--- src/hdl/teb_pkg.sv ---
// shared types, constants and the control program of the terminal byte emitter
package teb_pkg;

	// field widths
	localparam int CMD_BITS   = 3;
	localparam int BYTE_BITS  = 8;
	localparam int NUM_BITS   = 32;
	localparam int COORD_FIELD_BITS = 16;
	localparam int COORD_BITS = 16;

	// coordinates are cut to COORD_BITS, then to the field width, before the increment
	localparam int COORD_KEEP_BITS = (COORD_BITS < COORD_FIELD_BITS) ? COORD_BITS
		: COORD_FIELD_BITS;
	localparam logic [COORD_FIELD_BITS-1:0] COORD_MASK =
		COORD_FIELD_BITS'((64'd1 << COORD_KEEP_BITS) - 64'd1);
	localparam int COORD_SUM_BITS = COORD_FIELD_BITS + 1;

	// binary to bcd converter
	localparam int DIGITS     = 10;
	localparam int DIG_IDX_BITS = $clog2(DIGITS);
	localparam int CNT_BITS   = $clog2(NUM_BITS + 1);

	// control program
	localparam int PC_BITS    = 5;

	// commands
	localparam logic [CMD_BITS-1:0] CMD_PUT_CHAR  = 3'd0;
	localparam logic [CMD_BITS-1:0] CMD_WRITE_DEC = 3'd1;
	localparam logic [CMD_BITS-1:0] CMD_MOVE      = 3'd2;
	localparam logic [CMD_BITS-1:0] CMD_CLEAR     = 3'd3;
	localparam logic [CMD_BITS-1:0] CMD_ERASE     = 3'd4;

	// characters
	localparam logic [7:0] CHAR_CR   = 8'h0D;
	localparam logic [7:0] CHAR_LF   = 8'h0A;
	localparam logic [7:0] CHAR_ESC  = 8'h1B;
	localparam logic [7:0] CHAR_LBR  = 8'h5B;
	localparam logic [7:0] CHAR_SEMI = 8'h3B;
	localparam logic [7:0] CHAR_H    = 8'h48;
	localparam logic [7:0] CHAR_J    = 8'h4A;
	localparam logic [7:0] CHAR_K    = 8'h4B;
	localparam logic [7:0] CHAR_2    = 8'h32;
	localparam logic [7:0] CHAR_0    = 8'h30;

	// micro-operations
	localparam logic [2:0] OP_HALT      = 3'd0;
	localparam logic [2:0] OP_JNL       = 3'd1;
	localparam logic [2:0] OP_EMIT      = 3'd2;
	localparam logic [2:0] OP_EMIT_CHAR = 3'd3;
	localparam logic [2:0] OP_LOAD      = 3'd4;
	localparam logic [2:0] OP_SHIFT     = 3'd5;
	localparam logic [2:0] OP_DIGITS    = 3'd6;

	// converter load sources
	localparam logic [1:0] SRC_NUMBER = 2'd0;
	localparam logic [1:0] SRC_ROW    = 2'd1;
	localparam logic [1:0] SRC_COL    = 2'd2;

	// program entry points
	localparam logic [PC_BITS-1:0] ENTRY_PUT   = 5'd0;
	localparam logic [PC_BITS-1:0] PUT_TAIL    = 5'd2;
	localparam logic [PC_BITS-1:0] ENTRY_DEC   = 5'd3;
	localparam logic [PC_BITS-1:0] ENTRY_MOVE  = 5'd6;
	localparam logic [PC_BITS-1:0] ENTRY_CLEAR = 5'd16;
	localparam logic [PC_BITS-1:0] ENTRY_ERASE = 5'd23;

	typedef struct packed {
		logic [CMD_BITS-1:0]         command;
		logic [BYTE_BITS-1:0]        char_value;
		logic [NUM_BITS-1:0]         number;
		logic [COORD_FIELD_BITS-1:0] row;
		logic [COORD_FIELD_BITS-1:0] col;
	} in_item_t;

	typedef struct packed {
		logic [BYTE_BITS-1:0] out_byte;
		logic                 last;
	} out_item_t;

	typedef struct packed {
		logic [2:0]         op;
		logic [7:0]         arg;
		logic [1:0]         src;
		logic               last;
		logic               fin;
		logic [PC_BITS-1:0] target;
	} ctrl_word_t;

	typedef struct packed {
		logic       load;
		logic [1:0] src;
		logic       shift;
		logic       next;
	} conv_ctrl_t;

	typedef struct packed {
		logic       shift_last;
		logic [3:0] digit;
		logic       digit_last;
	} conv_stat_t;

	typedef struct packed {
		logic                 valid;
		logic [BYTE_BITS-1:0] data;
		logic                 last;
	} emit_t;

	function automatic ctrl_word_t cw_make(input logic [2:0] op, input logic [7:0] arg,
		input logic [1:0] src, input logic last, input logic fin,
		input logic [PC_BITS-1:0] target);
		ctrl_word_t cw;
		cw.op     = op;
		cw.arg    = arg;
		cw.src    = src;
		cw.last   = last;
		cw.fin    = fin;
		cw.target = target;
		return cw;
	endfunction

	// control store
	function automatic ctrl_word_t ucode(input logic [PC_BITS-1:0] pc);
		ctrl_word_t cw;
		cw = cw_make(OP_HALT, 8'h00, SRC_NUMBER, 1'b0, 1'b1, '0);
		case (pc)
			// put char
			5'd0:  cw = cw_make(OP_JNL,       8'h00,     SRC_NUMBER, 1'b0, 1'b0, PUT_TAIL);
			5'd1:  cw = cw_make(OP_EMIT,      CHAR_CR,   SRC_NUMBER, 1'b0, 1'b0, '0);
			5'd2:  cw = cw_make(OP_EMIT_CHAR, 8'h00,     SRC_NUMBER, 1'b1, 1'b1, '0);
			// write decimal
			5'd3:  cw = cw_make(OP_LOAD,      8'h00,     SRC_NUMBER, 1'b0, 1'b0, '0);
			5'd4:  cw = cw_make(OP_SHIFT,     8'h00,     SRC_NUMBER, 1'b0, 1'b0, '0);
			5'd5:  cw = cw_make(OP_DIGITS,    8'h00,     SRC_NUMBER, 1'b1, 1'b1, '0);
			// move cursor
			5'd6:  cw = cw_make(OP_EMIT,      CHAR_ESC,  SRC_NUMBER, 1'b0, 1'b0, '0);
			5'd7:  cw = cw_make(OP_EMIT,      CHAR_LBR,  SRC_NUMBER, 1'b0, 1'b0, '0);
			5'd8:  cw = cw_make(OP_LOAD,      8'h00,     SRC_ROW,    1'b0, 1'b0, '0);
			5'd9:  cw = cw_make(OP_SHIFT,     8'h00,     SRC_ROW,    1'b0, 1'b0, '0);
			5'd10: cw = cw_make(OP_DIGITS,    8'h00,     SRC_ROW,    1'b0, 1'b0, '0);
			5'd11: cw = cw_make(OP_EMIT,      CHAR_SEMI, SRC_NUMBER, 1'b0, 1'b0, '0);
			5'd12: cw = cw_make(OP_LOAD,      8'h00,     SRC_COL,    1'b0, 1'b0, '0);
			5'd13: cw = cw_make(OP_SHIFT,     8'h00,     SRC_COL,    1'b0, 1'b0, '0);
			5'd14: cw = cw_make(OP_DIGITS,    8'h00,     SRC_COL,    1'b0, 1'b0, '0);
			5'd15: cw = cw_make(OP_EMIT,      CHAR_H,    SRC_NUMBER, 1'b1, 1'b1, '0);
			// clear screen
			5'd16: cw = cw_make(OP_EMIT,      CHAR_ESC,  SRC_NUMBER, 1'b0, 1'b0, '0);
			5'd17: cw = cw_make(OP_EMIT,      CHAR_LBR,  SRC_NUMBER, 1'b0, 1'b0, '0);
			5'd18: cw = cw_make(OP_EMIT,      CHAR_2,    SRC_NUMBER, 1'b0, 1'b0, '0);
			5'd19: cw = cw_make(OP_EMIT,      CHAR_J,    SRC_NUMBER, 1'b0, 1'b0, '0);
			5'd20: cw = cw_make(OP_EMIT,      CHAR_ESC,  SRC_NUMBER, 1'b0, 1'b0, '0);
			5'd21: cw = cw_make(OP_EMIT,      CHAR_LBR,  SRC_NUMBER, 1'b0, 1'b0, '0);
			5'd22: cw = cw_make(OP_EMIT,      CHAR_H,    SRC_NUMBER, 1'b1, 1'b1, '0);
			// erase line
			5'd23: cw = cw_make(OP_EMIT,      CHAR_ESC,  SRC_NUMBER, 1'b0, 1'b0, '0);
			5'd24: cw = cw_make(OP_EMIT,      CHAR_LBR,  SRC_NUMBER, 1'b0, 1'b0, '0);
			5'd25: cw = cw_make(OP_EMIT,      CHAR_K,    SRC_NUMBER, 1'b1, 1'b1, '0);
			default: cw = cw_make(OP_HALT, 8'h00, SRC_NUMBER, 1'b0, 1'b1, '0);
		endcase
		return cw;
	endfunction

	function automatic logic [PC_BITS-1:0] entry_of(input logic [CMD_BITS-1:0] cmd);
		logic [PC_BITS-1:0] pc;
		case (cmd)
			CMD_PUT_CHAR:  pc = ENTRY_PUT;
			CMD_WRITE_DEC: pc = ENTRY_DEC;
			CMD_MOVE:      pc = ENTRY_MOVE;
			CMD_CLEAR:     pc = ENTRY_CLEAR;
			CMD_ERASE:     pc = ENTRY_ERASE;
			default:       pc = ENTRY_PUT;
		endcase
		return pc;
	endfunction

endpackage

--- src/hdl/terminal_byte_emitter.sv ---
// top level: command capture, control sequencer, decimal converter, transmit register
// after a command transfer the sequencer runs the command's steps from its entry point; the
// first byte comes from the first step for move, clear and erase, after the line feed test
// for put char and after the 32 conversion shifts for write decimal; then one byte per emit
// step while tx does not stall; move cursor runs two 17-shift conversions and up to 14 bytes;
// the input stalls while the sequencer runs; a disabled port or unknown command is dropped
// reset: asynchronous, clears the port enable, the sequencer and the transmit valid
module terminal_byte_emitter (
	input  logic                                clk,
	input  logic                                arst_n,
	input  logic                                cmd_valid,
	output logic                                cmd_stall,
	input  teb_pkg::in_item_t                   cmd,
	output logic                                tx_valid,
	input  logic                                tx_stall,
	output teb_pkg::out_item_t                  tx,
	input  logic                                cfg_valid,
	output logic                                cfg_ready,
	input  logic                                cfg_data
);
	import teb_pkg::*;

	logic        port_enabled_q;
	in_item_t    item_q;
	logic        tx_valid_q;
	out_item_t   tx_q;
	logic        busy;
	logic        accept;
	logic        start;
	logic        out_free;
	conv_ctrl_t  ctrl;
	conv_stat_t  stat;
	emit_t       emit;

	assign cmd_stall = busy;
	assign cfg_ready = 1'b1;
	assign accept    = cmd_valid & ~busy;
	assign start     = accept & port_enabled_q &
		((cmd.command == CMD_PUT_CHAR) || (cmd.command == CMD_WRITE_DEC) ||
		 (cmd.command == CMD_MOVE) || (cmd.command == CMD_CLEAR) ||
		 (cmd.command == CMD_ERASE));
	assign out_free  = ~tx_valid_q | ~tx_stall;
	assign tx_valid  = tx_valid_q;
	assign tx        = tx_q;

	always_ff @(posedge clk or negedge arst_n) begin
		if (!arst_n) begin
			port_enabled_q <= 1'b0;
		end else if (cfg_valid) begin
			port_enabled_q <= cfg_data;
		end
	end

	always_ff @(posedge clk) begin
		if (accept) begin
			item_q <= cmd;
		end
	end

	// transmit register, refilled in the cycle its byte is transferred
	always_ff @(posedge clk or negedge arst_n) begin
		if (!arst_n) begin
			tx_valid_q <= 1'b0;
		end else if (emit.valid) begin
			tx_valid_q <= 1'b1;
		end else if (!tx_stall) begin
			tx_valid_q <= 1'b0;
		end
	end

	always_ff @(posedge clk) begin
		if (emit.valid) begin
			tx_q.out_byte <= emit.data;
			tx_q.last     <= emit.last;
		end
	end

	teb_sequencer u_seq (
		.clk        (clk),
		.arst_n     (arst_n),
		.start      (start),
		.command    (cmd.command),
		.char_value (item_q.char_value),
		.out_free   (out_free),
		.stat       (stat),
		.ctrl       (ctrl),
		.emit       (emit),
		.busy       (busy)
	);

	teb_conv u_conv (
		.clk    (clk),
		.arst_n (arst_n),
		.ctrl   (ctrl),
		.number (item_q.number),
		.row    (item_q.row),
		.col    (item_q.col),
		.stat   (stat)
	);

endmodule

--- src/hdl/teb_conv.sv ---
// binary to decimal converter: shift-and-add-3 conversion, then digit readout
module teb_conv (
	input  logic                                   clk,
	input  logic                                   arst_n,
	input  teb_pkg::conv_ctrl_t                    ctrl,
	input  logic [teb_pkg::NUM_BITS-1:0]           number,
	input  logic [teb_pkg::COORD_FIELD_BITS-1:0]   row,
	input  logic [teb_pkg::COORD_FIELD_BITS-1:0]   col,
	output teb_pkg::conv_stat_t                    stat
);
	import teb_pkg::*;

	logic [NUM_BITS-1:0]          bin_q;
	logic [DIGITS-1:0][3:0]       bcd_q;
	logic [DIGITS-1:0][3:0]       adj;
	logic [DIGITS*4-1:0]          adj_flat;
	logic [DIGITS*4-1:0]          shifted;
	logic [CNT_BITS-1:0]          cnt_q;
	logic [DIG_IDX_BITS-1:0]      idx_q;
	logic                         fresh_q;
	logic [DIG_IDX_BITS-1:0]      msd;
	logic [DIG_IDX_BITS-1:0]      idx;
	logic [COORD_FIELD_BITS-1:0]  coord_src;
	logic [COORD_SUM_BITS-1:0]    coord_inc;

	always_comb begin
		for (int i = 0; i < DIGITS; i++) begin
			adj[i] = (bcd_q[i] >= 4'd5) ? bcd_q[i] + 4'd3 : bcd_q[i];
		end
	end

	assign adj_flat = adj;
	assign shifted  = {adj_flat[DIGITS*4-2:0], bin_q[NUM_BITS-1]};

	// highest nonzero digit, digit zero when the value is zero
	always_comb begin
		msd = '0;
		for (int i = 0; i < DIGITS; i++) begin
			if (bcd_q[i] != 4'd0) begin
				msd = DIG_IDX_BITS'(i);
			end
		end
	end

	assign idx = fresh_q ? msd : idx_q;

	assign coord_src = (ctrl.src == SRC_ROW) ? row : col;
	assign coord_inc = {1'b0, coord_src & COORD_MASK} + COORD_SUM_BITS'(1);

	assign stat.shift_last = (cnt_q == CNT_BITS'(1));
	assign stat.digit      = bcd_q[idx];
	assign stat.digit_last = (idx == '0);

	always_ff @(posedge clk or negedge arst_n) begin
		if (!arst_n) begin
			cnt_q   <= '0;
			idx_q   <= '0;
			fresh_q <= 1'b0;
		end else if (ctrl.load) begin
			cnt_q   <= (ctrl.src == SRC_NUMBER) ? CNT_BITS'(NUM_BITS) : CNT_BITS'(COORD_SUM_BITS);
			fresh_q <= 1'b1;
		end else if (ctrl.shift) begin
			cnt_q <= cnt_q - CNT_BITS'(1);
		end else if (ctrl.next) begin
			idx_q   <= idx - DIG_IDX_BITS'(1);
			fresh_q <= 1'b0;
		end
	end

	always_ff @(posedge clk) begin
		if (ctrl.load) begin
			bcd_q <= '0;
			if (ctrl.src == SRC_NUMBER) begin
				bin_q <= number;
			end else begin
				bin_q <= {coord_inc, {(NUM_BITS-COORD_SUM_BITS){1'b0}}};
			end
		end else if (ctrl.shift) begin
			bcd_q <= shifted;
			bin_q <= {bin_q[NUM_BITS-2:0], 1'b0};
		end
	end

endmodule

--- src/hdl/teb_sequencer.sv ---
// step counter and control store that drive the emit path and the converter
module teb_sequencer (
	input  logic                              clk,
	input  logic                              arst_n,
	input  logic                              start,
	input  logic [teb_pkg::CMD_BITS-1:0]      command,
	input  logic [teb_pkg::BYTE_BITS-1:0]     char_value,
	input  logic                              out_free,
	input  teb_pkg::conv_stat_t               stat,
	output teb_pkg::conv_ctrl_t               ctrl,
	output teb_pkg::emit_t                    emit,
	output logic                              busy
);
	import teb_pkg::*;

	logic [PC_BITS-1:0] pc_q;
	logic               busy_q;
	ctrl_word_t         cw;
	logic               advance;
	logic               jump;
	logic               halt;

	assign cw   = ucode(pc_q);
	assign busy = busy_q;

	always_comb begin
		advance    = 1'b0;
		jump       = 1'b0;
		halt       = 1'b0;
		ctrl.load  = 1'b0;
		ctrl.src   = cw.src;
		ctrl.shift = 1'b0;
		ctrl.next  = 1'b0;
		emit.valid = 1'b0;
		emit.data  = cw.arg;
		emit.last  = cw.last;
		if (busy_q) begin
			case (cw.op)
				OP_JNL: begin
					advance = 1'b1;
					jump    = (char_value != CHAR_LF);
				end
				OP_EMIT: begin
					emit.valid = out_free;
					advance    = out_free;
				end
				OP_EMIT_CHAR: begin
					emit.valid = out_free;
					emit.data  = char_value;
					advance    = out_free;
				end
				OP_LOAD: begin
					ctrl.load = 1'b1;
					advance   = 1'b1;
				end
				OP_SHIFT: begin
					ctrl.shift = 1'b1;
					advance    = stat.shift_last;
				end
				OP_DIGITS: begin
					emit.valid = out_free;
					emit.data  = CHAR_0 | {4'd0, stat.digit};
					emit.last  = cw.last & stat.digit_last;
					ctrl.next  = out_free;
					advance    = out_free & stat.digit_last;
				end
				default: begin
					halt = 1'b1;
				end
			endcase
		end
	end

	always_ff @(posedge clk or negedge arst_n) begin
		if (!arst_n) begin
			busy_q <= 1'b0;
			pc_q   <= '0;
		end else if (start) begin
			busy_q <= 1'b1;
			pc_q   <= entry_of(command);
		end else if (busy_q) begin
			if (halt) begin
				busy_q <= 1'b0;
			end else if (advance) begin
				if (cw.fin) begin
					busy_q <= 1'b0;
				end else if (jump) begin
					pc_q <= cw.target;
				end else begin
					pc_q <= pc_q + PC_BITS'(1);
				end
			end
		end
	end

endmodule

--- config.mk ---
export PLATFORM = sky130hd
export DESIGN_NAME = terminal_byte_emitter
export DESIGN_NICKNAME = d
export VERILOG_FILES = /design/src/hdl/teb_pkg.sv /design/src/hdl/terminal_byte_emitter.sv /design/src/hdl/teb_conv.sv /design/src/hdl/teb_sequencer.sv
export SDC_FILE = /design/constraint.sdc
export NUM_CORES = 1
export LEC_CHECK = 0
export BUFFER_PORTS_ARGS = -buffer_cell sky130_fd_sc_hd__buf_2
export CAP_MARGIN = 20
export CORE_MARGIN = 2
export CORE_UTILIZATION = 30
export CTS_CLUSTER_DIAMETER = 30
export DETAILED_ROUTE_END_ITERATION = 7
export PLACE_DENSITY_LB_ADDON = 0.08
export SYNTH_ARGS = -nofsm -noshare
export SYNTH_HDL_FRONTEND = slang
export SYNTH_SLANG_ARGS = --single-unit
--- constraint.sdc ---
create_clock -name clk -period 6.5 [get_ports clk]
set_input_delay 1.3 -clock clk [delete_from_list [all_inputs] [get_ports clk]]
set_output_delay 1.3 -clock clk [all_outputs]
set_load 0.01 [all_outputs]
# Yosys cells after proc, flatten, opt, wreduce, memory -nomap -nowiden
# Memory sizes are Yosys's and may differ from the RTL's.
# Index checks and enable logic that the tools add are counted.
totals:
  ram_bits: 0
  reg_bits: 172
  out_inout_bits: 12
  latchBits: 0
  inputBits: 81
  mem_count: 1
  elab_cells: 166
  mem_bits_ro: 480
memory_table:
  columns: ["name", "depth", "word_bits", "read_ports", "rd_clocked_by_memory_dff", "write_ports", "line_no", "text"]
  rows:
  - ["(name not given)", 32, 15, 1, 0, 0, "teb_pkg.sv:125", "case (pc)"]
classes:
  addsub: 14
  reduce_logical: 27
  n_lt_le_gt_ge: 11
  div_mod_pow: 0
  bitwise_logic: 11
  n_mux: 61
  shifts: 0
  n_eq_ne: 17
  n_mul: 0
op_table:
  columns: ["op", "count"]
  rows:
  - ["32-bit two-way mux", 3]
  - ["4-bit two-way mux", 13]
  - ["4-bit by 3-bit >= comparator with 1-bit output (second input constant)", 10]
  - ["4-bit by 2-bit adder with 4-bit output (second input constant)", 9]
  - ["4-bit nonzero test", 9]
  - ["5-bit two-way mux", 6]
  - ["1-bit two-way mux", 22]
  - ["5-bit case mux with 4 select lines", 1]
  - ["6-bit two-way mux", 3]
  - ["16-bit by 1-bit adder with 17-bit output (second input constant)", 1]
  - ["4-bit binary-select mux with 4-bit select", 1]
  - ["16-bit two-way mux", 1]
  - ["8-bit case mux with 2 select lines", 1]
  - ["3-bit two-way mux", 5]
  - ["3-bit by 2-bit equality test with 1-bit output (second input constant)", 4]
  - ["3-bit equality test (second input constant)", 4]
  - ["10-bit two-way mux", 1]
  - ["8-bit by 4-bit != test with 1-bit output (second input constant)", 1]
  - ["2-bit nonzero test", 4]
  - ["3-bit by 1-bit equality test with 1-bit output (second input constant)", 2]
  - ["6-bit by 1-bit equality test with 1-bit output (second input constant)", 1]
  - ["2-bit two-way mux", 3]
  - ["6-bit OR reduction", 1]
  - ["6-bit by 1-bit subtractor with 6-bit output (second input constant)", 1]
  - ["other kinds (20)", 34]

# Longest topological paths before layout
# Gate-level depths: netlist of run 1.
logic_depth:
  word_depth: 19
  ltp_mapped: 14
  mapped_depth_nobuf: 12

# By module
# A second synthesis of run 1 with hierarchy kept.
hier_totals:
  cells_unflattened: 931
  area_unflattened_um2: 9287.7
modules_own_cells:
  columns: ["module", "cells_each", "instances", "seq_area_each_um2", "area_per_inst_um2"]
  rows:
  - ["teb_conv", 674, 1, 2037.0, 5594.1]
  - ["terminal_byte_emitter", 91, 1, 2482.4, 2543.7]
  - ["teb_sequencer", 166, 1, 150.1, 1149.9]

# Least setup slack after synthesis of run 1
# No wires, ideal clock.
synth_path:
  path_type: "input to register"
  from: "in cmd_valid"
  to: "reg u_seq.pc_q[1]"
  path_buffers: 0
  arrival_time_ns: 5.695
  cell_stages: 4
  required_time_ns: 6.372
  setup_slack_ns: 0.677
  setup_time_ns: 0.128
  path_cell_list: "nor2b_1 nand3_1 nand2_1 mux2_1"
synth_via:
  elab_chain_cells: 5
  elab_cells_between_ends: 9
  classes_between: "eq/ne (2); mux (1); bitwise (3); reduce/logical (3)"
synth_rtl:
  columns: ["element", "line_no", "text"]
  rows:
  - ["from (decl)", "terminal_byte_emitter.sv:11", "input logic cmd_valid,"]
  - ["1-bit AND (*)", "terminal_byte_emitter.sv:37", "assign accept = cmd_valid & ~busy;"]
  - ["1-bit AND (*) (2 in series)", "terminal_byte_emitter.sv:38", "assign start = accept & port_enabled_q &"]
  - ["2-bit != test (no source line) or 2-bit nonzero test (tied branches)", null, null]
  - ["4-bit AND reduction (no source line)", null, null]
  - ["to (signal assigned)", "teb_sequencer.sv:80", "pc_q <= entry_of(command);"]
  - ["to (signal assigned)", "teb_sequencer.sv:88", "pc_q <= cw.target;"]
  - ["to (signal assigned)", "teb_sequencer.sv:90", "pc_q <= pc_q + PC_BITS'(1);"]
  - ["to (decl)", "teb_sequencer.sv:16", "logic [PC_BITS-1:0] pc_q;"]
# Mark *: on every way between the ends. The rest lies on a longest branch, timed or not.
# A chain may end at the register's enable or synchronous reset.

# Worst setup path in the final report of run 1
layout_path:
  from: "reg u_conv.bcd_q[4] (netlist name)"
  to: "reg u_seq.pc_q[1]"
layout_via:
  elab_chain_cells: 17
layout_rtl:
  columns: ["element", "line_no", "text"]
  rows:
  - ["from (decl)", "teb_conv.sv:14", "logic [DIGITS-1:0][3:0] bcd_q;"]
  - ["from (signal assigned)", "teb_conv.sv:79", "bcd_q <= shifted;"]
  - ["4-bit nonzero test", "teb_conv.sv:39", "if (bcd_q[i] != 4'd0) begin"]
  - ["1-bit two-way mux", "teb_conv.sv:39", null]
  - ["2-bit two-way mux (2 in series)", "teb_conv.sv:39", null]
  - ["3-bit two-way mux (4 in series)", "teb_conv.sv:39", null]
  - ["4-bit two-way mux (2 in series)", "teb_conv.sv:39", null]
  - ["4-bit two-way mux", "teb_conv.sv:45", "assign idx = fresh_q ? msd : idx_q;"]
  - ["4-bit logical NOT", "teb_conv.sv:52", "assign stat.digit_last = (idx == '0);"]
  - ["1-bit AND", "teb_sequencer.sv:65", "advance = out_free & stat.digit_last;"]
  - ["1-bit case mux with 4 select lines", "teb_sequencer.sv:38", "case (cw.op)"]
  - ["1-bit two-way mux", "teb_sequencer.sv:37", "if (busy_q) begin"]
  - ["2-bit nonzero test (no source line)", null, null]
  - ["4-bit AND reduction (no source line)", null, null]
# No other way between the ends.

==> results of run 1 <==
[cell families after synthesis]
logic type | after synthesis | synth area share
other | 1 | 0.0004017
AND/OR/NAND/NOR | 298 | 0.1699
XOR/XNOR | 27 | 0.02533
adder cells (fa/ha/maj) | 37 | 0.04958
buffers and inverters | 81 | 0.03592
AO/OA/AOI/OAI | 259 | 0.1800
flip-flops | 172 | 0.5001
multiplexers | 34 | 0.03873
[sequential cells by signal (all words and copies together) (netlist names), 4 cells and up]
name          flops
u_seq.pc_q        5
u_conv.bin_q     32
u_conv.bcd_q     40
u_conv.idx_q      4
u_conv.cnt_q      6
item_q           72
tx                9
[per-layer routing]
layer	up-vias	global-route usage
met4	0	0.03903
li1	3513	-
met2	131	0.2318
met1	3340	0.2066
met5	-	0
met3	18	0.02668
[final cells by class]
class	instances	area share
clock buffer	17	0.03953
timing repair buffer	101	0.04930
inverter	35	0.01221
sequential	172	0.4339
tap	396	0.04604
multi-input combinational	656	0.4052
clock inverter	15	0.01384
[worst max-delay path: stages (launching register included)]
cell	delay, ns
dfxtp_1	0.39
inv_1	0.10
ha_1	0.24
nor3b_1	0.16
o311ai_1	0.53
a21oi_2	0.17
nor2_2	0.68
inv_2	0.22
ha_1	0.27
a311oi_1	0.28
or4_1	0.31
nand2_1	0.09
mux2_1	0.31
[per-stage QoR]
stage,cell area (um2),util
CTS,10760,0.3518
detailed placement,10190,0.3330
finish,10760,0.3518
floorplan,9336,-
global route,10760,0.3518
global placement,10190,0.3330
[cells in the mapped netlist (7+ instances only)]
cell type | instances | area share
dfrtp_1 | 19 | 0.051
nor2b_1 | 12 | 0.0080
a31oi_1 | 15 | 0.010
nand2b_1 | 18 | 0.012
inv_1 | 32 | 0.013
nor3_1 | 18 | 0.0096
ha_1 | 37 | 0.050
or3_1 | 14 | 0.0094
mux2i_1 | 24 | 0.026
dfxtp_1 | 40 | 0.086
o21ai_1 | 15 | 0.0080
nand2_1 | 100 | 0.040
and3_1 | 7 | 0.0047
edfxtp_1 | 113 | 0.36
o21ai_0 | 62 | 0.033
a21o_1 | 7 | 0.0056
nor3b_1 | 10 | 0.0080
a21oi_1 | 61 | 0.033
xnor2_1 | 23 | 0.022
nor2_1 | 59 | 0.024
a32o_1 | 11 | 0.012
nand3_1 | 23 | 0.012
o31ai_1 | 25 | 0.020
clkbuf_1 | 35 | 0.014
[report_power, final]
part	total [uW]	internal [uW]	switching [uW]
clock network	1010	511	503
registers	1760	1480	274
logic	2040	760	1280
[how the worst min path moves through the flow]
stage | startpoint | slack (ns) | endpoint | depth (start not counted)
6_report | u_conv.idx_q[0] | 0.48 | u_conv.idx_q[0] | 2
5_1_grt | u_conv.idx_q[0] | 0.54 | u_conv.idx_q[0] | 2
4_1_cts | u_conv.idx_q[0] | 0.50 | u_conv.idx_q[0] | 2
3_5_place_dp | u_conv.idx_q[0] | 0.48 | u_conv.idx_q[0] | 2
3_3_place_gp | u_conv.idx_q[0] | 0.47 | u_conv.idx_q[0] | 2
2_1_floorplan | u_conv.idx_q[0] | 0.44 | u_conv.idx_q[0] | 2
[placed cells by master (no fill, tap or decap), drive strengths merged, types with 17 or more instances in the layout]
master,n
a21oi,64
buf,101
clkbuf,17
dfrtp,19
dfxtp,40
edfxtp,113
ha,37
inv,43
mux2i,26
nand2,100
nand2b,18
nand3,23
nor2,60
nor3,19
o21ai,78
o31ai,25
xnor2,23
==> flow_summary.toml, run 1 <==
[floorplanning]
design.die.area_um2 = 32550
die_width_um = 180.4
die_h_um = 180.4
floorplan.initialDensity = 0.3052
fp-row-count = 64
coreArea_um2 = 30590
io_pins = 93

[place]
numPlacedInstances = 1360
placement.io_buffers = 91
post-place-ws_ns = 2.627
routabilityCongestion = 0.7878
dp_hpwl_um = 16120

[synthesis]
synthesis.area_per_instance_um2 = 10.27
synth_sequential_area_ratio = 0.5001
mappedNetlistNets = 1027
yosysWarningCount = 0
synth_edf_count = 113
postSynthRegisterBits = 172
netlist-cell-type-count = 79
synthCells = 909
total_standard_cell_area_after_synthesis_um2 = 9336
async_reset_ff_frac = 0.1105
synth_flop_cell = "edfxtp_1"

[layout]
final-seq-area_um2 = 4669
finalNonFillerCells = 1392
antenna_cells = 0
layout_cells_sized_above_1 = 0.1657
final_nets = 1101
multi_input_comb_area_um2 = 4360
syn2layout_area_growth_pct = 15.26
fillerInstances = 3157

[clock_network]
clock_slew_seen_by_the_registers_of_the_worst_setup_and_hold_paths_ns = 0.07
cts-htree-levels = 4
clock_tree_from_tritoncts = "built"
clock_sinks = 172
cts_buffer_depth = 2
cts_made_buffers = 17
postCtsResizedCells = 0
holdBufCountCts = 0
clock_tree.root_cell = "clkbuf_16"
clk_latency_ns = 0.43
post_cts.repair.setup_buffers = 0

[setup_path]
depth_of_the_worst_register_to_register_path = 12
crit_path_end = "u_seq.pc_q[1]"
critical_path_endpoint_category = "flop"
critical_path_arrival_ns = 4.19
cp-start-kind = "flop"
path_max_fanout = 13
cp_launch_point = "u_conv.bcd_q[4]"
regToRegStartpoint = "u_conv.bcd_q[4]"
critical_path_class = "flop to flop"
critPathRequiredTime_ns = 6.82
r2r_setup_slack_ns = 2.63
worstReg2RegEnd = "u_seq.pc_q[1]"

[sta]
fmaxAchievable_mhz = 258.1
clock_skew_ns = 0.01315
hold_violation_count_in_the_final_report = 0
worstMarginPinSlew_ns = 0.9696
finalWorstSetupSlack_ns = 2.625
fin_hold_ws_ns = 0.4825
rsz_0062_raised_after_global_routing = "false"
drv_slew = 0
worst_slew_margin_rel = 0.3536
layout_worst_path_cycle_share = 0.5961
post-route-min-period_ns = 3.875
finalSetupViolCount = 0
setup_tns_ns = 0

[grt]
grt_pass1_wl_um = 38140
grt_start_max_net_pins = 75
first_global_vias = 6877
grt_antenna_before_repair = 0
global_route.usage.total = 0.1467
gr-total-overflow = 0

[pwr]
max-vdd-ir-drop_uv = 206.6
total_power_uw = 4816
cellLeakagePower_uw = 0.004093
power_per_cell_area_nw_per_um2 = 447.5

[route]
wl_um = 23500
first_iter_violations = 437
detail_route.wl_per_cell_um = 16.88
vias = 7002
post-route-drc-count = 0
drtAntennaViolNets = 0
avgViaCountPerCell = 5.030
met3_wire_length_um = 794
dr_wl_met2_um = 10600
met1Wirelength_um = 11820
first_pass_detailed_route_iteration_total = 5
top_layer_used = "met4"

[run]
drv_cap = 0

[outcome]
outcome = "finished clean"

[worst_hold_path]
hp-class = "flop to flop"
Power figures use the tool's default switching activity.
==> inputs of run 2 (changes only) <==
==> constraint.sdc (replaced) <==
create_clock -name clk -period 3.5 [get_ports clk]
set_input_delay 0.7 -clock clk [delete_from_list [all_inputs] [get_ports clk]]
set_output_delay 0.7 -clock clk [all_outputs]
set_load 0.01 [all_outputs]
==> run 2 against run 1 <==
Net effect:
- total power increased by 92%
- clock-buffer cell count rose by 1
- first-iteration DRC count fell by 18%
- clock power rose by 92%
- combinational power rose by 99%
- clock skew is 0.0017 ns higher
- maximum frequency increased by 22%
- worst hold slack got worse by 0.27 ns
- largest cell class unchanged
- largest power group unchanged
==> flow_summary.toml, run 2 (same netlist as run 1, synthesis figures left out) <==
[outcome]
outcome = "finished clean"

[sta]
clock_skew_ns = 0.01489
fmaxAchievable_mhz = 313.9
worstMarginPinSlew_ns = 0.7769
post-route-min-period_ns = 3.186
rsz_0062_raised_after_global_routing = "false"
hold_violation_count_in_the_final_report = 0
layout_worst_path_cycle_share = 0.9102
finalSetupViolCount = 0
drv_slew = 0
worst_slew_margin_rel = 0.4820
setup_tns_ns = 0

[layout]
antenna_cells = 0
syn2layout_area_growth_pct = 17.39
most-common-layout-cells = "edfxtp_1, nand2_1, buf_2"
max_ffs_per_register = 72
final_common_cell = "edfxtp_1"
layout_cells_sized_above_1 = 0.1823
final_nets = 1120
registers.top_by_ff_count = "item_q"
registers_with_the_highest_flip_flop_counts = "item_q x72, u_conv.bcd_q x40, u_conv.bin_q x32"
finalCoreUtilization = 0.3583
fillerInstances = 3086

[place]
routabilityCongestion = 0.8226
dp_hpwl_um = 17240
placement.io_buffers = 91

[floorplanning]
coreArea_um2 = 30590
design.die.area_um2 = 32550
io_pins = 93
floorplan.initialDensity = 0.3052
die_h_um = 180.4
die_width_um = 180.4
fp-row-count = 64

[grt]
grt_antenna_before_repair = 0
first_global_vias = 6971
grt_start_max_net_pins = 75
grt_pass1_wl_um = 39120
global_route.usage.total = 0.1537
gr-total-overflow = 0

[route]
top_layer_used = "met4"
dr_wl_met2_um = 11080
avgViaCountPerCell = 4.991
first_iter_violations = 359
drtAntennaViolNets = 0
met3_wire_length_um = 869
met1Wirelength_um = 12060
detail_route.wl_per_cell_um = 17.25
wl_um = 24340
post-route-drc-count = 0
first_pass_detailed_route_iteration_total = 5
vias = 7042

[run]
drv_cap = 0

[setup_path]
r2r_setup_slack_ns = 0.31
cp-start-kind = "flop"
depth_of_the_worst_register_to_register_path = 12
max_stage_delay_ns = 0.65
crit_slowest_cell = "or4_1"
worstReg2RegEnd = "u_seq.pc_q[1]"
cp_common_cell = "ha_1"
critical_path_arrival_ns = 3.52
path_max_fanout = 6
regToRegStartpoint = "u_conv.bcd_q[21]"
critical_path_class = "flop to flop"
critPathRequiredTime_ns = 3.83
worstPathCellList = "inv_1 > ha_1 > or3b_1 > o21a_1 > a21oi_2 > nor2_2 > inv_2 > ha_1 > a311oi_1 > or4_1 > nand2_1 > mux2_1"
critical_path_endpoint_category = "flop"

[clock_network]
cts_made_buffers = 17
postCtsResizedCells = 0
clock_slew_seen_by_the_registers_of_the_worst_setup_and_hold_paths_ns = 0.08
clock_sinks = 172
holdBufCountCts = 0
cts_buffer_depth = 2
cts-htree-levels = 4
clk_latency_ns = 0.45
clock_tree_from_tritoncts = "built"
post_cts.repair.setup_buffers = 0
clock_tree.root_cell = "clkbuf_16"

[worst_hold_path]
hp-class = "input pin to async pin"

[pwr]
power_per_cell_area_nw_per_um2 = 843.8
max-vdd-ir-drop_uv = 418.2
cellLeakagePower_uw = 0.004206
## run 2: cell types whose count changed in the layout (fill, tap and decap cells not counted), sizes merged
| cell | previous run | this run |
|---|---|---|
| inv | 43 | 42 |
| buf | 101 | 120 |
| clkbuf | 17 | 18 |
| bufinv | 0 | 1 |
| clkinv | 5 | 4 |
## run 2: how the worst max path moves through the flow
stage	to	start	slack, ns
final	u_seq.pc_q[1]	u_conv.bcd_q[21]	0.31
after global routing	u_seq.pc_q[1]	u_conv.bcd_q[21]	0.06
after CTS	u_seq.pc_q[1]	u_conv.bcd_q[12]	0.25
after detailed placement	u_seq.pc_q[1]	u_conv.bcd_q[12]	0.26
after global placement	u_seq.pc_q[1]	u_conv.bcd_q[12]	0.31
after floorplan	u_conv.bin_q[29]	u_seq.pc_q[1]	0.16
## run 2: per-stage QoR
| stage | worst slack [ns] | hold slack (ns) | area [um2] | instances | power, uW |
|---|---|---|---|---|---|
| floorplan | 0.1642 | 0.4044 | 9344 | 909 | 6006 |
| global placement | 0.3126 | 0.4772 | 10360 | 1378 | 7424 |
| detailed placement | 0.2646 | 0.4676 | 10370 | 1379 | 7383 |
| CTS | 0.2460 | 0.2036 | 10960 | 1411 | 9377 |
| global route | 0.05656 | 0.2199 | 10960 | 1411 | 9970 |
| finish | 0.3144 | 0.2163 | 10960 | 1411 | 9248 |
## run 2: final cells by class
type / count / area [um2] / area share
clock buffers: 18 / 429.2 / 0.03916
clock inverters: 14 / 155.1 / 0.01416
inverters: 35 / 131.4 / 0.01199
multi-input cells: 656 / 4365 / 0.3983
flip-flops and latches: 172 / 4669 / 0.4260
well taps: 396 / 495.5 / 0.04521
repair buffers: 120 / 714.4 / 0.06518
## run 2: worst max-delay path: cells and delay by family (launching register included)
family	cells	cell delay (ns)
muxes	1	0.32
DFF	1	0.36
adders and majority gates	2	0.42
buffers and inverters	2	0.17
AOI/OAI and AO/OA	3	0.56
and+or+nand+nor	4	1.23
## run 2: per-layer routing
| layer | GRT usage | up-vias |
|---|---|---|
| met5 | 0 | - |
| met4 | 0.04258 | 0 |
| met3 | 0.03234 | 21 |
| met2 | 0.2408 | 132 |
| met1 | 0.2146 | 3329 |
| li1 | - | 3560 |
## run 2: power by group
group          internal [uW]  leakage, uW  total (uW)  switching (uW)
clock network           1010     0.000282        1940             923
registers               2760      0.00163        3250             493
logic                   1570      0.00229        4060            2500
==> inputs of run 3 (changes only) <==
--- a/config.mk
+++ b/config.mk
@@ -9,6 +9,7 @@
 export CAP_MARGIN = 20
 export CORE_MARGIN = 2
 export CORE_UTILIZATION = 30
+export CTS_BUF_LIST = sky130_fd_sc_hd__clkbuf_8
 export CTS_CLUSTER_DIAMETER = 30
 export DETAILED_ROUTE_END_ITERATION = 7
 export PLACE_DENSITY_LB_ADDON = 0.08
==> run 3 against run 2 <==
Net effect:
- sequential share of layout area rose by 0.76 points
- non-clock buffer count unchanged
- final cell count did not move
- register-to-register slack barely moved
- critical endpoint unchanged
- largest cell class unchanged
==> flow_summary.toml, run 3 (same netlist as run 1, synthesis figures left out) <==
[pwr]
power_frac_clock = 0.165
max-vdd-ir-drop_uv = 336.7
total_switching_power_uw = 3837
power.switching_fraction = 0.4386
power_per_cell_area_nw_per_um2 = 812.4
cellLeakagePower_uw = 0.004123
pwr-share-comb = 0.464
power_report.internal_total_uw = 4911
seqPwrFrac = 0.371

[setup_path]
worstPathCellList = "inv_1 > ha_1 > or3b_1 > o21a_1 > a21oi_2 > nor2_2 > inv_2 > ha_1 > a311oi_1 > or4_1 > nand2_1 > mux2_1"
path_max_fanout = 6
timing.critical_path.max_delay_family = "simple AND/OR/NAND/NOR gates"
max_stage_delay_ns = 0.65
cp_common_cell = "ha_1"
critical_path_class = "flop to flop"
critical_path_arrival_ns = 3.56
cp-start-kind = "flop"
crit_slowest_cell = "or4_1"
critPathRequiredTime_ns = 3.88
critPathBufInv = 2
critical_path_endpoint_category = "flop"

[route]
first_pass_detailed_route_iteration_total = 4
detail_route.wl_per_cell_um = 17.20
post-route-drc-count = 0
drtAntennaViolNets = 0
first_iter_violations = 333
wl_um = 24270
avgViaCountPerCell = 4.984
vias = 7032

[clock_network]
clock_tree.root_cell = "clkbuf_8"
clock_sinks = 172
cts_made_buffers = 17
clock_slew_seen_by_the_registers_of_the_worst_setup_and_hold_paths_ns = 0.11
clk_latency_ns = 0.49
clock_tree_from_tritoncts = "built"
holdBufCountCts = 0
cts-htree-levels = 4
cts_buffer_depth = 2

[grt]
grt_antenna_before_repair = 0
first_global_vias = 6984
gr-total-overflow = 0
grt_start_max_net_pins = 75
grt_pass1_wl_um = 39100
global_route.usage.total = 0.1533

[layout]
most-common-layout-cells = "edfxtp_1, nand2_1, buf_2"
registers_with_the_highest_flip_flop_counts = "item_q x72, u_conv.bcd_q x40, u_conv.bin_q x32"
final_design_area_no_fill_um2 = 10770
syn2layout_area_growth_pct = 15.34
final_common_cell = "edfxtp_1"
finalCoreUtilization = 0.3521
antenna_cells = 0
layout_cells_sized_above_1 = 0.1823
registers.top_by_ff_count = "item_q"
final_nets = 1120
max_ffs_per_register = 72
finalNonFillerCells = 1411

[sta]
rsz_0062_raised_after_global_routing = "false"
setup_tns_ns = 0
worst_slew_margin_rel = 0.4712
post-route-min-period_ns = 3.188
drv_slew = 0
layout_worst_path_cycle_share = 0.9109
hold_violation_count_in_the_final_report = 0
worstMarginPinSlew_ns = 0.7932
fmaxAchievable_mhz = 313.6
clock_skew_ns = 0.02096
finalWorstSetupSlack_ns = 0.3117
finalSetupViolCount = 0

[floorplanning]
coreArea_um2 = 30590
fp-row-count = 64
floorplan.initialDensity = 0.3052
die_width_um = 180.4
die_h_um = 180.4
io_pins = 93
design.die.area_um2 = 32550

[place]
post-place-ws_ns = 0.2646
placement.io_buffers = 91
routabilityCongestion = 0.8226
dp_hpwl_um = 17240
dpl-instance-area_um2 = 10370
numPlacedInstances = 1379

[outcome]
outcome = "finished clean"

[run]
drv_cap = 0

[worst_hold_path]
hp-class = "input pin to async pin"
==> run 3: cell count changes in the layout (fill, tap and decap cells not counted) <==
cell	change
clkbuf_16	-17
clkbuf_8	+17
inv_1	+1
clkbuf_1	-1
==> run 3: final timing paths <==
path	to	startpoint	cells after the start	slack, ns
min	port_enabled_q	arst_n	1	0.17
max in group asynchronous	u_seq.busy	arst_n	1	2.97
max	u_seq.pc_q[1]	u_conv.bcd_q[21]	12	0.31
min reg2reg	u_conv.idx_q[0]	u_conv.idx_q[0]	2	0.49
min in group clk	item_q[18]	cmd[18]	1	0.39
max reg2reg	u_seq.pc_q[1]	u_conv.bcd_q[21]	12	0.31
==> run 3: per-stage QoR <==
| stage | hold slack, ns | power [uW] |
|---|---|---|
| 6_report | 0.1664 | 8749 |
| 5_1_grt | 0.1375 | 9481 |
| 4_1_cts | 0.1291 | 8888 |
| 3_5_place_dp | 0.4676 | 7383 |
| 3_3_place_gp | 0.4772 | 7424 |
| 2_1_floorplan | 0.4044 | 6006 |
==> run 3: layout make-up <==
type,count,area (um2)
fillers,3102,19820
flip-flops and latches,172,4669
multi-input cells,656,4365
repair buffers,120,714.4
well taps,396,495.5
clock buffers,17,234.0
clock inverters,15,158.9
inverters,35,131.4
==> run 3: layer usage <==
layer / part of all wire / track usage / wire [um] / vias up
li1: - / - / - / 3558
met1: 0.50 / 0.2138 / 12090 / 3320
met2: 0.45 / 0.2383 / 11000 / 130
met3: 0.034 / 0.03294 / 818 / 24
met4: 0.015 / 0.04613 / 353 / 0
met5: 0 / 0 / 0 / -
==> run 3: worst register-to-register path: stages, from the launching register on <==
cell	delay, ns
dfxtp_1	0.37
inv_1	0.11
ha_1	0.25
or3b_1	0.39
o21a_1	0.25
a21oi_2	0.19
nor2_2	0.06
inv_2	0.06
ha_1	0.18
a311oi_1	0.12
or4_1	0.65
nand2_1	0.13
mux2_1	0.32
==> run 3: power groups by stage <==
stage | clock network (uW) | registers [uW] | logic [uW]
finish | 1450 | 3250 | 4060
global route | 1610 | 3320 | 4540
CTS | 1530 | 3250 | 4110
detailed placement | 0 | 3290 | 4090
global placement | 0 | 3300 | 4130
floorplan | 0 | 3130 | 2880
==> run 3: what timing repair did <==
item | in CTS | in global routing
resized for setup | 0 | 1
buffers inserted | 0 | 0
endpoints found under the setup margin | 0 | 1
